`src/rtl/core/cbez_pkg.sv`:
```
// shared constants for the cubic bezier point evaluator
// no dependencies; imported by cbez_lerp and cubic_bezier_point_eval_top
package cbez_pkg;

    // control point register file
    localparam int NUM_REGS      = 8;
    localparam int CFG_IDX_WIDTH = 3;

    // register indexes as seen on the configuration port
    localparam logic [CFG_IDX_WIDTH-1:0] REG_P0_X = 3'd0;
    localparam logic [CFG_IDX_WIDTH-1:0] REG_P0_Y = 3'd1;
    localparam logic [CFG_IDX_WIDTH-1:0] REG_P1_X = 3'd2;
    localparam logic [CFG_IDX_WIDTH-1:0] REG_P1_Y = 3'd3;
    localparam logic [CFG_IDX_WIDTH-1:0] REG_P2_X = 3'd4;
    localparam logic [CFG_IDX_WIDTH-1:0] REG_P2_Y = 3'd5;
    localparam logic [CFG_IDX_WIDTH-1:0] REG_P3_X = 3'd6;
    localparam logic [CFG_IDX_WIDTH-1:0] REG_P3_Y = 3'd7;

    // pipeline depth of one interpolation: multiply, then round and add
    localparam int LERP_STAGES = 2;
    // de casteljau rounds for a cubic
    localparam int NUM_LEVELS  = 3;

endpackage

```
`src/rtl/core/cbez_lerp.sv`:
```
// two-stage fixed-point interpolation a + round((b - a) * t / 2^TF)
// uses cbez_pkg for the stage count; leaf module, no instances
module cbez_lerp #(
    parameter int CW = 16,
    parameter int TF = 16
) (
    input  logic                 clk,
    input  logic                 en,
    input  logic signed [CW-1:0] a,
    input  logic signed [CW-1:0] b,
    input  logic        [TF:0]   t,
    output logic signed [CW-1:0] y
);
    import cbez_pkg::*;

    // |b - a| <= 2^CW and t <= 2^TF, so the product fits in CW+TF+2 signed bits
    localparam int PW = CW + TF + 2;
    localparam int QW = PW - TF;

    logic signed [CW:0]   diff;
    logic signed [TF+1:0] t_s;
    logic signed [PW-1:0] prod_next;
    logic signed [PW-1:0] prod_reg;
    logic signed [CW-1:0] a_reg;
    logic signed [PW-1:0] rounded;
    logic signed [QW-1:0] quot;
    logic signed [QW-1:0] sum_ext;
    logic signed [CW-1:0] y_next;
    logic signed [CW-1:0] y_reg;

    assign diff      = CW'(b) - CW'(a) + (CW+1)'(0);
    assign t_s       = signed'({1'b0, t});
    assign prod_next = PW'(diff) * PW'(t_s);

    // stage 1: difference times t
    always_ff @(posedge clk)
    begin
        if (en)
        begin
            prod_reg <= prod_next;
            a_reg    <= a;
        end
    end

    // round half up, floor shift, then add; the result stays between a and b
    assign rounded = prod_reg + PW'(1 << (TF - 1));
    assign quot    = rounded[PW-1:TF];
    assign sum_ext = QW'(a_reg) + quot;
    assign y_next  = sum_ext[CW-1:0];

    // stage 2: result register
    always_ff @(posedge clk)
    begin
        if (en)
        begin
            y_reg <= y_next;
        end
    end

    assign y = y_reg;

    // adds an unused marker signal when the package stage count differs from the stages built here
    if (LERP_STAGES != 2)
    begin : g_stage_check
        logic unused_stage_marker;
        assign unused_stage_marker = 1'b0;
    end

endmodule
```
`config.mk`:
```
export PLATFORM = sky130hd
export DESIGN_NAME = cbez_lerp
export DESIGN_NICKNAME = d
export VERILOG_FILES = /design/src/rtl/core/cbez_pkg.sv /design/src/rtl/core/cbez_lerp.sv
export SDC_FILE = /design/constraint.sdc
export NUM_CORES = 1
export LEC_CHECK = 0
export ABC_AREA = 1
export ABC_CLOCK_PERIOD_IN_PS = 9800
export BUFFER_PORTS_ARGS = -buffer_cell sky130_fd_sc_hd__buf_2
export CAP_MARGIN = 15
export CORE_ASPECT_RATIO = 0.9
export CORE_UTILIZATION = 60
export DETAILED_ROUTE_END_ITERATION = 10
export GPL_TIMING_DRIVEN = 0
export PLACE_DENSITY = 0.79
export SLEW_MARGIN = 25
export SYNTH_ARGS = -nofsm -noshare
export SYNTH_HDL_FRONTEND = slang
export SYNTH_SLANG_ARGS = --single-unit
```
`constraint.sdc`:
```
create_clock -name clk -period 9.8 [get_ports clk]
set_input_delay 0.98 -clock clk [delete_from_list [all_inputs] [get_ports clk]]
set_output_delay 0.98 -clock clk [all_outputs]
set_load 0.01 [all_outputs]
```
==> reports/qor.txt <==
Status - complete, no violations
Required time of the critical path - 9840 ps
Initial antenna violation count - 0
Syn_area_per_cell - 8.05 sq um
Final-report hold violation count - 0
Placed Area - 0.0136 sq mm
FF-to-FF path depth - 16
Setup crit end kind - register
GPL Wtd Cong - 1.02
Skew final - 8.00 ps
Most used cell, CP - inv_1
Final WL - 34000 um
Crit start category - input pin
H-tree depth - 2
CTS tree - yes
CP max stage delay - 610 ps
Die X - 157 um
Clk slew on worst S/H paths - 70 ps
Cells after synthesis - 1605
Vias - 10700
Largest net degree at the start of global routing - 50
Mapped Nets - 2019
Largest register FFs - 17
HPWL after detailed placement - 29000 um
Drt wl/cell - 17.4 um
P&R area growth vs syn - 6.26%
Critical path type - input pin to register
First-pass GRT wire length - 55200 um
Root Buffer - clkbuf_16
RSZ-0062 raised after global routing - false
Fin area - 0.0137 sq mm
Max cap viols - 0
CTS Buf Count - 5
Synth Cell Area - 0.0129 sq mm
Final period util - 0.849
Congestion Overflow GR - 0
CP max FO - 10
Hold-fix buffers, CTS - 0
Tot GR Track Use - 0.328
Share of flip-flops with an asynchronous set or reset - 0
DRC errors left - 0
Clk_lat worst skew - 290 ps
Final ANT Viol Nets - 0
CP arrival - 8360 ps
Setup_tns - 0 ps
Input/output buffers - 58
Rows - 50
Slew HR - 0.478
Share of layout cells above drive strength 1 - 0.0706
Worst-Margin Slew - 784 ps
Hold depth - 1
Yosys warns - 0
Nets - 2084
CTS Sinks - 49
F_max - 0.120 GHz
Core ar. - 0.0210 sq mm
Iteration-0 DRC Markers - 939
Die Ht - 141 um
Worst min path class - register to register
Setup bufs post-CTS - 0
Antenna fix cells - 0
Max clock buf depth - 2
Die area - 0.0221 sq mm
Via-to-Cell Ratio - 5.46
EDFF count, synth - 49
Netlist cell types - 47
Max stage delay cell, worst path - xnor2_2
Router iterations before antenna repair - 7
Max Slew Vio Count - 0
I/O pin count - 67
Post-synthesis sequential area ratio - 0.114
Post-synth top flop - edfxtp_1
Post-CTS sizing - 0
# setup viols final - 0
Vias in the first global route - 11000
Starting Density - 0.617
Register bit total from synthesis - 49
Minimum period implied by the final worst setup slack - 8320 ps
==> routing by layer <==
layer	GRT usage	share of wire
met5	0	0
met4	0.0733	0.022
met3	0.0753	0.096
met2	0.520	0.45
met1	0.459	0.43
==> stage by stage <==
stage / hold slack (ps) / worst slack [ps] / util / instances
after floorplan: 526 / 2510 / - / 1605
after global placement: 536 / 851 / 0.648 / 1949
final: 559 / 1480 / 0.655 / 1957
after CTS: 557 / 1540 / 0.655 / 1957
after detailed placement: 541 / 1260 / 0.648 / 1949
after global routing: 580 / 1030 / 0.655 / 1957
==> cells by family (layout without fill, tap and decap cells) <==
family                     count (synthesis)  after routing  share of synthesized area
AOI/OAI and AO/OA                        108            108                     0.0483
xor gates and xnor gates                  45             45                     0.0305
adders and majority gates                363            363                      0.482
buffers and inverters                    451            517                      0.135
DFF                                       49             49                      0.114
and+or+nand+nor                          589            589                      0.190
==> area by class of cell <==
| type | instances | area (sq um) |
|---|---|---|
| Fill cell | 1755 | 7230 |
| Sequential cell | 49 | 1470 |
| Clock buffer | 5 | 125 |
| Multi-Input combinational cell | 1105 | 9720 |
| Tap cell | 286 | 358 |
| Clock inverter | 3 | 17.5 |
| Buffer | 35 | 179 |
| Timing Repair Buffer | 58 | 293 |
| Inverter | 416 | 1560 |
==> Yosys cell counts (all sizes together) (8+ instances only) <==
| cell type | n | area, sq um |
|---|---|---|
| nand2 | 296 | 1170 |
| a21oi | 62 | 322 |
| ha | 138 | 1730 |
| edfxtp | 49 | 1470 |
| clkbuf | 25 | 95.1 |
| inv | 410 | 1540 |
| buf | 10 | 83.8 |
| xnor2 | 10 | 87.6 |
| xor2 | 35 | 307 |
| nor3 | 13 | 65.1 |
| nand4 | 8 | 50.1 |
| nand3 | 77 | 390 |
| fa | 225 | 4500 |
| nor2 | 179 | 682 |
| or2 | 11 | 73.8 |
| o21ai | 24 | 128 |
==> worst paths after layout <==
| path | from | end | slack (ps) |
|---|---|---|---|
| worst max-delay path | a[0] | prod_reg[31]$_DFFE_PP_ | 1480 |
| worst min-delay path | a_reg[0]$_DFFE_PP_ | y[0]$_DFFE_PP_ | 560 |
| worst max register to register | prod_reg[15]$_DFFE_PP_ | y[15]$_DFFE_PP_ | 6920 |
| worst min register to register | a_reg[0]$_DFFE_PP_ | y[0]$_DFFE_PP_ | 560 |
==> worst max-delay path: cells and delay by family <==
kind | cells | cell delay [ps]
adder cells (fa/ha/maj) | 9 | 3810
AND/OR/NAND/NOR | 8 | 1060
buffers and inverters | 9 | 1040
AO/OA/AOI/OAI | 4 | 850
XOR/XNOR | 1 | 610
==> layout by cell type (no fill, tap or decap), drive strengths merged <==
cell type  count
inv          410
ha           138
o22ai          1
clkbuf        30
or2           11
o2111ai        1
a32oi          1
o21ai         24
a221oi         1
fa           225
and3           2
a31oi          1
clkinv         8
nor3          13
edfxtp        49
buf           68
a21oi         62
nor2         179
nand4          8
xor2          35
a31o           1
o211ai         1
xnor2         10
nand2        296
clkinvlp       1
o31ai          1
a21o           6
o221a          1
o21a           1
nor4           3
o21bai         6
nand3         77
Power is left out: the tool's default activity adds up to more than one toggle a clock period on the data nets, which glitch-free logic cannot reach.
